**src/rtl/core/cps_pkg.sv**
```systemverilog
// ----------------------------------------------------------------------------
// Chebyshev series package
// Widths and fixed-point constants shared by the channel interfaces and core.
// ----------------------------------------------------------------------------
package cps_pkg;

    localparam int MAX_DEGREE = 63;
    localparam int FRAC_BITS  = 16;

    localparam int IDX_W = $clog2(MAX_DEGREE + 1);
    localparam int X_W   = FRAC_BITS + 2;
    localparam int P_W   = 32;
    localparam int PROD_W = X_W + P_W;
    localparam int Q_W    = PROD_W - FRAC_BITS + 1;
    localparam int DIFF_W = Q_W + 1;

    localparam logic [IDX_W-1:0] DEG_LIMIT = IDX_W'(MAX_DEGREE);

    localparam logic signed [X_W-1:0]    X_ONE     = X_W'(64'sd1 <<< FRAC_BITS);
    localparam logic signed [X_W-1:0]    X_NEG_ONE = -X_ONE;
    localparam logic signed [P_W-1:0]    P_ONE     = P_W'(64'sd1 <<< FRAC_BITS);
    localparam logic signed [PROD_W-1:0] ROUND_HALF = PROD_W'(64'sd1 <<< (FRAC_BITS - 2));

    localparam logic signed [DIFF_W-1:0] SAT_HI = DIFF_W'(64'sd2147483647);
    localparam logic signed [DIFF_W-1:0] SAT_LO = -DIFF_W'(64'sd2147483648);

endpackage

```
**src/rtl/core/cps_channels.sv**
```systemverilog
// ----------------------------------------------------------------------------
// Chebyshev series channels
// Valid/ready channels for the request item and for each result transfer.
// ----------------------------------------------------------------------------
interface cps_req_if;

    logic                             valid;
    logic                             ready;
    logic                             func;
    logic [cps_pkg::IDX_W-1:0]        degree;
    logic signed [cps_pkg::X_W-1:0]   x_value;

    modport source (output valid, output func, output degree, output x_value, input ready);
    modport sink   (input valid, input func, input degree, input x_value, output ready);

endinterface

interface cps_rsp_if;

    logic                             valid;
    logic                             ready;
    logic [cps_pkg::IDX_W-1:0]        order_index;
    logic signed [cps_pkg::P_W-1:0]   poly_value;
    logic                             last;

    modport source (output valid, output order_index, output poly_value, output last,
                    input ready);
    modport sink   (input valid, input order_index, input poly_value, input last,
                    output ready);

endinterface

```
**src/rtl/core/chebyshev_polynomial_series_core.sv**
```systemverilog
// ----------------------------------------------------------------------------
// Chebyshev polynomial series core
// Microcoded generator of T_0..T_n or U_0..U_n by the three-term recurrence.
// ----------------------------------------------------------------------------
// Usage:
// A request on req carries the kind (func), the highest degree and the
// abscissa x in signed fixed point; x is clamped to [-1, 1]. The core answers
// with degree + 1 result transfers on rsp, in order of degree, with last set on
// the final one. Values are saturated to the signed 32-bit range.
// One request is processed at a time; req.ready is high only while the
// sequencer sits at its fetch step. A request transfer moves the sequencer to
// its first emitting step, which registers the degree 0 result. Degrees 0 and
// 1 take one emitting step each, every further degree takes a multiply step
// and a combine step through the single multiplier; after the last degree the
// sequencer returns to fetch. A stalled receiver holds the result register and the
// sequencer waits at the next emitting step. Reset returns the sequencer to
// fetch and empties the result register.
// ----------------------------------------------------------------------------
module chebyshev_polynomial_series_core
(
    input  logic          clk,
    input  logic          rst_n,
    cps_req_if.sink       req,
    cps_rsp_if.source     rsp
);

    typedef enum logic [2:0] {
        UPC_FETCH,
        UPC_EMIT0,
        UPC_EMIT1,
        UPC_MUL,
        UPC_REC
    } upc_t;

    typedef enum logic [1:0] {
        SRC_ONE,
        SRC_START,
        SRC_REC
    } src_t;

    typedef struct packed {
        logic wait_in;
        logic emit;
        src_t src;
        logic mul_en;
        logic end_on_last;
        logic jump;
        upc_t target;
    } ctl_word_t;

    function automatic ctl_word_t rom_word(input upc_t addr);
        ctl_word_t w;
        w = '{wait_in: 1'b0, emit: 1'b0, src: SRC_ONE, mul_en: 1'b0,
              end_on_last: 1'b0, jump: 1'b0, target: UPC_FETCH};
        unique case (addr)
            UPC_FETCH: w.wait_in = 1'b1;
            UPC_EMIT0:
            begin
                w.emit        = 1'b1;
                w.src         = SRC_ONE;
                w.end_on_last = 1'b1;
            end
            UPC_EMIT1:
            begin
                w.emit        = 1'b1;
                w.src         = SRC_START;
                w.end_on_last = 1'b1;
            end
            UPC_MUL: w.mul_en = 1'b1;
            UPC_REC:
            begin
                w.emit        = 1'b1;
                w.src         = SRC_REC;
                w.end_on_last = 1'b1;
                w.jump        = 1'b1;
                w.target      = UPC_MUL;
            end
            default: w.jump = 1'b1;
        endcase
        return w;
    endfunction

    upc_t                               upc_reg, upc_next;
    logic                               kind_reg;
    logic [cps_pkg::IDX_W-1:0]          n_reg, idx_reg;
    logic signed [cps_pkg::X_W-1:0]     x_reg;
    logic signed [cps_pkg::P_W-1:0]     p1_reg, p2_reg;
    logic signed [cps_pkg::PROD_W-1:0]  prod_reg;

    logic                               out_valid_reg, out_valid_next;
    logic [cps_pkg::IDX_W-1:0]          out_idx_reg;
    logic signed [cps_pkg::P_W-1:0]     out_val_reg;
    logic                               out_last_reg;

    ctl_word_t                          ctl;
    logic                               emit_ok, advance, last_w;
    logic signed [cps_pkg::X_W-1:0]     x_clamp;
    logic [cps_pkg::IDX_W-1:0]          n_clamp;
    logic signed [cps_pkg::P_W-1:0]     start_w, rec_w, val_w;
    logic signed [cps_pkg::PROD_W-1:0]  rnd_sum;
    logic signed [cps_pkg::Q_W-1:0]     rnd_q;
    logic signed [cps_pkg::DIFF_W-1:0]  diff;

    assign ctl     = rom_word(upc_reg);
    assign emit_ok = !out_valid_reg || rsp.ready;
    assign advance = (!ctl.wait_in || req.valid) && (!ctl.emit || emit_ok);
    assign last_w  = (idx_reg == n_reg);

    always_comb
    begin
        if (req.x_value > cps_pkg::X_ONE)
            x_clamp = cps_pkg::X_ONE;
        else if (req.x_value < cps_pkg::X_NEG_ONE)
            x_clamp = cps_pkg::X_NEG_ONE;
        else
            x_clamp = req.x_value;
        n_clamp = (req.degree > cps_pkg::DEG_LIMIT) ? cps_pkg::DEG_LIMIT : req.degree;
    end

    always_comb
    begin
        if (kind_reg)
            start_w = cps_pkg::P_W'(x_reg) <<< 1;
        else
            start_w = cps_pkg::P_W'(x_reg);
        rnd_sum = prod_reg + cps_pkg::ROUND_HALF;
        rnd_q   = $signed(rnd_sum[cps_pkg::PROD_W-1:cps_pkg::FRAC_BITS-1]);
        diff    = cps_pkg::DIFF_W'(rnd_q) - cps_pkg::DIFF_W'(p2_reg);
        if (diff > cps_pkg::SAT_HI)
            rec_w = cps_pkg::P_W'(cps_pkg::SAT_HI);
        else if (diff < cps_pkg::SAT_LO)
            rec_w = cps_pkg::P_W'(cps_pkg::SAT_LO);
        else
            rec_w = cps_pkg::P_W'(diff);
        case (ctl.src)
            SRC_ONE:   val_w = cps_pkg::P_ONE;
            SRC_START: val_w = start_w;
            default:   val_w = rec_w;
        endcase
    end

    always_comb
    begin
        upc_next = upc_reg;
        if (advance)
        begin
            if (ctl.end_on_last && last_w)
                upc_next = UPC_FETCH;
            else if (ctl.jump)
                upc_next = ctl.target;
            else
                upc_next = upc_t'(upc_reg + 3'd1);
        end
        out_valid_next = out_valid_reg && !rsp.ready;
        if (advance && ctl.emit)
            out_valid_next = 1'b1;
    end

    always_ff @(posedge clk or negedge rst_n)
    begin
        if (!rst_n)
        begin
            upc_reg       <= UPC_FETCH;
            out_valid_reg <= 1'b0;
        end
        else
        begin
            upc_reg       <= upc_next;
            out_valid_reg <= out_valid_next;
        end
    end

    always_ff @(posedge clk)
    begin
        if (advance && ctl.wait_in)
        begin
            x_reg    <= x_clamp;
            n_reg    <= n_clamp;
            kind_reg <= req.func;
            idx_reg  <= '0;
        end
        if (advance && ctl.mul_en)
            prod_reg <= x_reg * p1_reg;
        if (advance && ctl.emit)
        begin
            idx_reg      <= idx_reg + 1'b1;
            out_idx_reg  <= idx_reg;
            out_val_reg  <= val_w;
            out_last_reg <= last_w;
            case (ctl.src)
                SRC_ONE:   p2_reg <= val_w;
                SRC_START: p1_reg <= val_w;
                default:
                begin
                    p2_reg <= p1_reg;
                    p1_reg <= val_w;
                end
            endcase
        end
    end

    assign req.ready       = ctl.wait_in;
    assign rsp.valid       = out_valid_reg;
    assign rsp.order_index = out_idx_reg;
    assign rsp.poly_value  = out_val_reg;
    assign rsp.last        = out_last_reg;

`ifndef SYNTHESIS
    a_fetch_to_emit0: assert property (@(posedge clk) disable iff (!rst_n)
        (req.valid && req.ready) |=> (upc_reg == UPC_EMIT0 && idx_reg == '0))
        else $error("Sequencer did not start at the first result step.");

    a_last_to_fetch: assert property (@(posedge clk) disable iff (!rst_n)
        (advance && ctl.emit && last_w) |=> (upc_reg == UPC_FETCH && rsp.last))
        else $error("Sequencer did not return to fetch after the last result.");

    a_degree_zero_one: assert property (@(posedge clk) disable iff (!rst_n)
        (rsp.valid && rsp.order_index == '0) |-> (rsp.poly_value == cps_pkg::P_ONE))
        else $error("Degree zero result is not one.");

    a_index_bound: assert property (@(posedge clk) disable iff (!rst_n)
        (upc_reg != UPC_FETCH) |-> (idx_reg <= n_reg))
        else $error("Result index ran past the requested degree.");
`endif

endmodule
```
**src/flat_wrapper.sv**
```systemverilog
// flat-port wrapper written by rule: the top's interface ports become plain ports
module chebyshev_polynomial_series_core_flat 
  (clk, rst_n, req_valid, req_func, req_degree, req_x_value, req_ready, rsp_valid, rsp_order_index, rsp_poly_value, rsp_last, rsp_ready);
  cps_req_if req_i ();
  cps_rsp_if rsp_i ();
  input  logic clk;
  input  logic rst_n;
  input wire logic [$bits(req_i.valid)-1:0] req_valid;
  input wire logic [$bits(req_i.func)-1:0] req_func;
  input wire logic [$bits(req_i.degree)-1:0] req_degree;
  input wire logic [$bits(req_i.x_value)-1:0] req_x_value;
  output wire logic [$bits(req_i.ready)-1:0] req_ready;
  output wire logic [$bits(rsp_i.valid)-1:0] rsp_valid;
  output wire logic [$bits(rsp_i.order_index)-1:0] rsp_order_index;
  output wire logic [$bits(rsp_i.poly_value)-1:0] rsp_poly_value;
  output wire logic [$bits(rsp_i.last)-1:0] rsp_last;
  input wire logic [$bits(rsp_i.ready)-1:0] rsp_ready;
  assign req_i.valid = req_valid;
  assign req_i.func = req_func;
  assign req_i.degree = req_degree;
  assign req_i.x_value = req_x_value;
  assign req_ready = req_i.ready;
  assign rsp_valid = rsp_i.valid;
  assign rsp_order_index = rsp_i.order_index;
  assign rsp_poly_value = rsp_i.poly_value;
  assign rsp_last = rsp_i.last;
  assign rsp_i.ready = rsp_ready;
  chebyshev_polynomial_series_core u_core (.clk(clk), .rst_n(rst_n), .req(req_i), .rsp(rsp_i));
endmodule
```
**config.mk**
```make
export PLATFORM = sky130hd
export DESIGN_NAME = chebyshev_polynomial_series_core_flat
export DESIGN_NICKNAME = d
export VERILOG_FILES = /design/src/rtl/core/cps_pkg.sv /design/src/rtl/core/cps_channels.sv /design/src/rtl/core/chebyshev_polynomial_series_core.sv /design/src/flat_wrapper.sv
export SDC_FILE = /design/constraint.sdc
export NUM_CORES = 2
export LEC_CHECK = 0
export ABC_CLOCK_PERIOD_IN_PS = 6900
export BUFFER_PORTS_ARGS = -buffer_cell sky130_fd_sc_hd__buf_2
export CORE_MARGIN = 10
export CORE_UTILIZATION = 55
export DETAILED_ROUTE_END_ITERATION = 8
export PLACE_DENSITY = 0.78
export SYNTH_ARGS = -nofsm -noshare
export SYNTH_HDL_FRONTEND = slang
export SYNTH_SLANG_ARGS = --single-unit
```
**constraint.sdc**
```tcl
create_clock -name clk -period 6.9 [get_ports clk]
set_clock_uncertainty 0.05 [all_clocks]
set_input_delay 1.38 -clock clk [delete_from_list [all_inputs] [get_ports clk]]
set_output_delay 1.38 -clock clk [all_outputs]
set_load 0.05 [all_outputs]
```
==> run summary <==
Outcome
* finished clean — outcome

Routing
* 5.645 — mean number of vias per cell
* 75160 um — total wire length
* 21110 — via total after detailed routing
* 0 — antenna viol nets, final
* 20.10 um — Routed wire per std cell
* 0 — DRC errors left
* 5 — number of detailed-route iterations in the first pass
* 1732 — 1st-iter DRT viols

Worst setup path
* 4 — largest driver fanout on the critical path
* 6.84 ns — Crit path arrival time
* flop — nature of the critical path startpoint
* flop — critical path capture point type
* reg -> reg — kind of critical path
* 7.04 ns — required time of the critical path

Die
* 248.6 um — die outline width
* 0.05151 mm2 — Core Box Area
* 0.06181 mm2 — die footprint
* 248.6 um — Chip Height
* 0.5581 — initial cell density of the core
* 83 — row count
* 70 — number of I/O pins

Timing
* 0.08664 — Max transition margin
* 0 — number of hold violations in the final report
* 0 — Final Slew Violations
* 6.697 ns — post-route minimum period
* 0.9706 — final worst path period share
* 1.365 ns — Slew @ Worst Pin
* 0 — final-report setup violation count
* 149.3 MHz — Max Fclk

Logic synthesis
* 3726 — net count after synthesis
* 2986 — post-synthesis instance total
* sky130_fd_sc_hd__inv_1 — most repeated cell in the gate-level netlist after synthesis
* 73 — Yosys cell types
* 0 — count of yosys warnings during synthesis
* sky130_fd_sc_hd__inv_1 (664), sky130_fd_sc_hd__fa_1 (553), sky130_fd_sc_hd__nand2_1 (386) — most used standard cells in the synthesized netlist
* sky130_fd_sc_hd__fa_1 — library cell occupying the most area in the post-synthesis netlist
* 170 — number of flops mapped to enable cells by yosys
* 0.02299 — fraction of registers with async set or reset after synthesis
* 9.628 um2 — Post-Syn Area per Cell
* 174 — number of synthesized register bits
* 0.02875 mm2 — cell area after synthesis
* 0.1811 — sequential-to-total area share from yosys stat
* sky130_fd_sc_hd__edfxtp_1 — primary flip-flop cell chosen by synthesis mapping
* 0.3851 — portion of synthesized cell area occupied by the leading cell type
* sky130_fd_sc_hd__fa_1 (39%), sky130_fd_sc_hd__edfxtp_1 (18%), sky130_fd_sc_hd__inv_1 (8.7%) — synth top area cells

GRT
* 0 — total overflow reported by the global router
* 120500 um — global-route wire length before repair
* 0.2417 — overall track demand over capacity in global routing
* 0.4079 — Global Route met2 Usage
* 22910 — number of global-route vias before repair
* 2 — initial antenna violation count
* 37 — largest net degree at the start of global routing
* 0.2871 — routing usage on met1
* 0.04541 — Global Route met3 Usage
* met2 — GRT busiest layer

Job
* 0 — max-cap viol count

Worst hold path
* reg -> reg — worst min path class

Place
* 59770 um — estimated wirelength of the detail-placed design
* 0.9471 — RePlAce Congestion
* 69 — port buffer count

Finish
* 36 — number of flip-flops under the largest register name
* 9.427% — post-synthesis to final-layout area growth
* 0.6107 — core occupancy in the finished layout
* 0.09483 — ratio of cells with drive above 1 in the final layout
* 3785 — number of nets in the layout

CTS
* 2 — number of buffers between clock root and the deepest sink
* 17 — cts bufs inserted
* 4 — CTS H-tree lvls
* built — clock tree from TritonCTS
* sky130_fd_sc_hd__clkbuf_16 — clk root buf
* 0.45 ns — clock network latency to the later pin of the worst-skew pair
* 0.07 ns — Clock transition at path regs
* 174 — number of clock sinks seen by CTS

cell type report:
class	instances	area, um2
clock inverters	15	157.7
flip-flops and latches	174	5205
repair buffers	200	1710
clock buffers	17	425.4
well taps	680	850.8
inverters	664	2496
multi-input cells	1988	20610
fillers	4091	20050
diodes	1	2.502
worst paths after layout:
kind                                            end  cells past startpoint         startpoint  slack (ns)
worst max-delay path            u_core.prod_reg[43]                     25   u_core.p1_reg[9]        0.20
worst min-delay path              u_core.upc_reg[1]                      2  u_core.upc_reg[1]        0.51
worst max register to register  u_core.prod_reg[43]                     25   u_core.p1_reg[9]        0.20
worst min register to register    u_core.upc_reg[1]                      2  u_core.upc_reg[1]        0.51
max in group asynchronous          u_core.rsp.valid                      1              rst_n        5.98
min in group asynchronous         u_core.upc_reg[2]                      1              rst_n        0.69
logic make-up (layout without fill, tap and decap cells):
family | after synthesis | after routing | share of synthesized area
simple gates | 892 | 892 | 0.1518
buf+inv | 824 | 896 | 0.1089
fa+ha+maj | 711 | 711 | 0.4538
compound gates | 249 | 249 | 0.06137
flops | 174 | 174 | 0.1811
xor+xnor | 118 | 118 | 0.03595
mux | 18 | 18 | 0.007007
other cells | 0 | 1 | 0
what timing repair did:
action	CTS	global route
gates resized for setup	0	40
pin swaps	0	18
setup endpoints to repair	2	15
cloned	0	2
hold endpoints to repair	0	0
buffers inserted	2	13
hold buffers	0	0
layout by cell type, fill, tap and decap left out, types with 30 or more instances in the layout:
cell                       instances
sky130_fd_sc_hd__a21oi_1          59
sky130_fd_sc_hd__inv_1           663
sky130_fd_sc_hd__nor2b_1          42
sky130_fd_sc_hd__buf_2            69
sky130_fd_sc_hd__fa_1            550
sky130_fd_sc_hd__edfxtp_1        170
sky130_fd_sc_hd__a21o_1           35
sky130_fd_sc_hd__o21ai_0          30
sky130_fd_sc_hd__nor2_1           83
sky130_fd_sc_hd__xor2_1           35
sky130_fd_sc_hd__ha_1            150
sky130_fd_sc_hd__xnor2_1          83
sky130_fd_sc_hd__nand2_1         386
sky130_fd_sc_hd__buf_4            95
sky130_fd_sc_hd__and2_1          240
routing by layer:
| layer | share of wire | vias to the layer above |
|---|---|---|
| li1 | - | 9184 |
| met1 | 0.37 | 10730 |
| met2 | 0.49 | 954 |
| met3 | 0.077 | 242 |
| met4 | 0.058 | 0 |
| met5 | 0 | - |
metrics by stage:
stage | area, um2 | worst slack (ns) | hold WS [ns] | cells | TNS [ns]
after floorplan | 28750 | 0.2249 | 0.4403 | 2986 | 0
after global routing | 31460 | -0.001847 | 0.5360 | 3738 | -0.002883
after CTS | 31080 | 0.006566 | 0.5059 | 3723 | 0
after global placement | 30490 | 0.07224 | 0.4578 | 3689 | 0
after detailed placement | 30490 | -0.002576 | 0.4879 | 3689 | -0.002576
final | 31460 | 0.2031 | 0.5061 | 3739 | 0
worst max-delay path: stages, from the launching register on:
cell and delay (ns):
sky130_fd_sc_hd__edfxtp_1 0.54, sky130_fd_sc_hd__buf_6 0.20, sky130_fd_sc_hd__buf_12 0.12, sky130_fd_sc_hd__and2_1 0.15
sky130_fd_sc_hd__fa_1 0.42, sky130_fd_sc_hd__fa_1 0.51, sky130_fd_sc_hd__ha_1 0.33, sky130_fd_sc_hd__inv_1 0.07
sky130_fd_sc_hd__fa_1 0.50, sky130_fd_sc_hd__inv_1 0.06, sky130_fd_sc_hd__fa_1 0.53, sky130_fd_sc_hd__inv_1 0.05
sky130_fd_sc_hd__fa_1 0.47, sky130_fd_sc_hd__inv_1 0.04, sky130_fd_sc_hd__ha_2 0.20, sky130_fd_sc_hd__a211oi_4 0.29
sky130_fd_sc_hd__buf_4 0.15, sky130_fd_sc_hd__a211o_1 0.16, sky130_fd_sc_hd__a311oi_2 0.06, sky130_fd_sc_hd__buf_4 0.19
sky130_fd_sc_hd__or2_1 0.23, sky130_fd_sc_hd__a41o_1 0.21, sky130_fd_sc_hd__o41a_1 0.34, sky130_fd_sc_hd__a221o_1 0.35
sky130_fd_sc_hd__a31oi_2 0.16, sky130_fd_sc_hd__xnor2_1 0.07
Power is not shown: default switching activity piles up to over one toggle a cycle in this logic, so the estimate is an artifact.
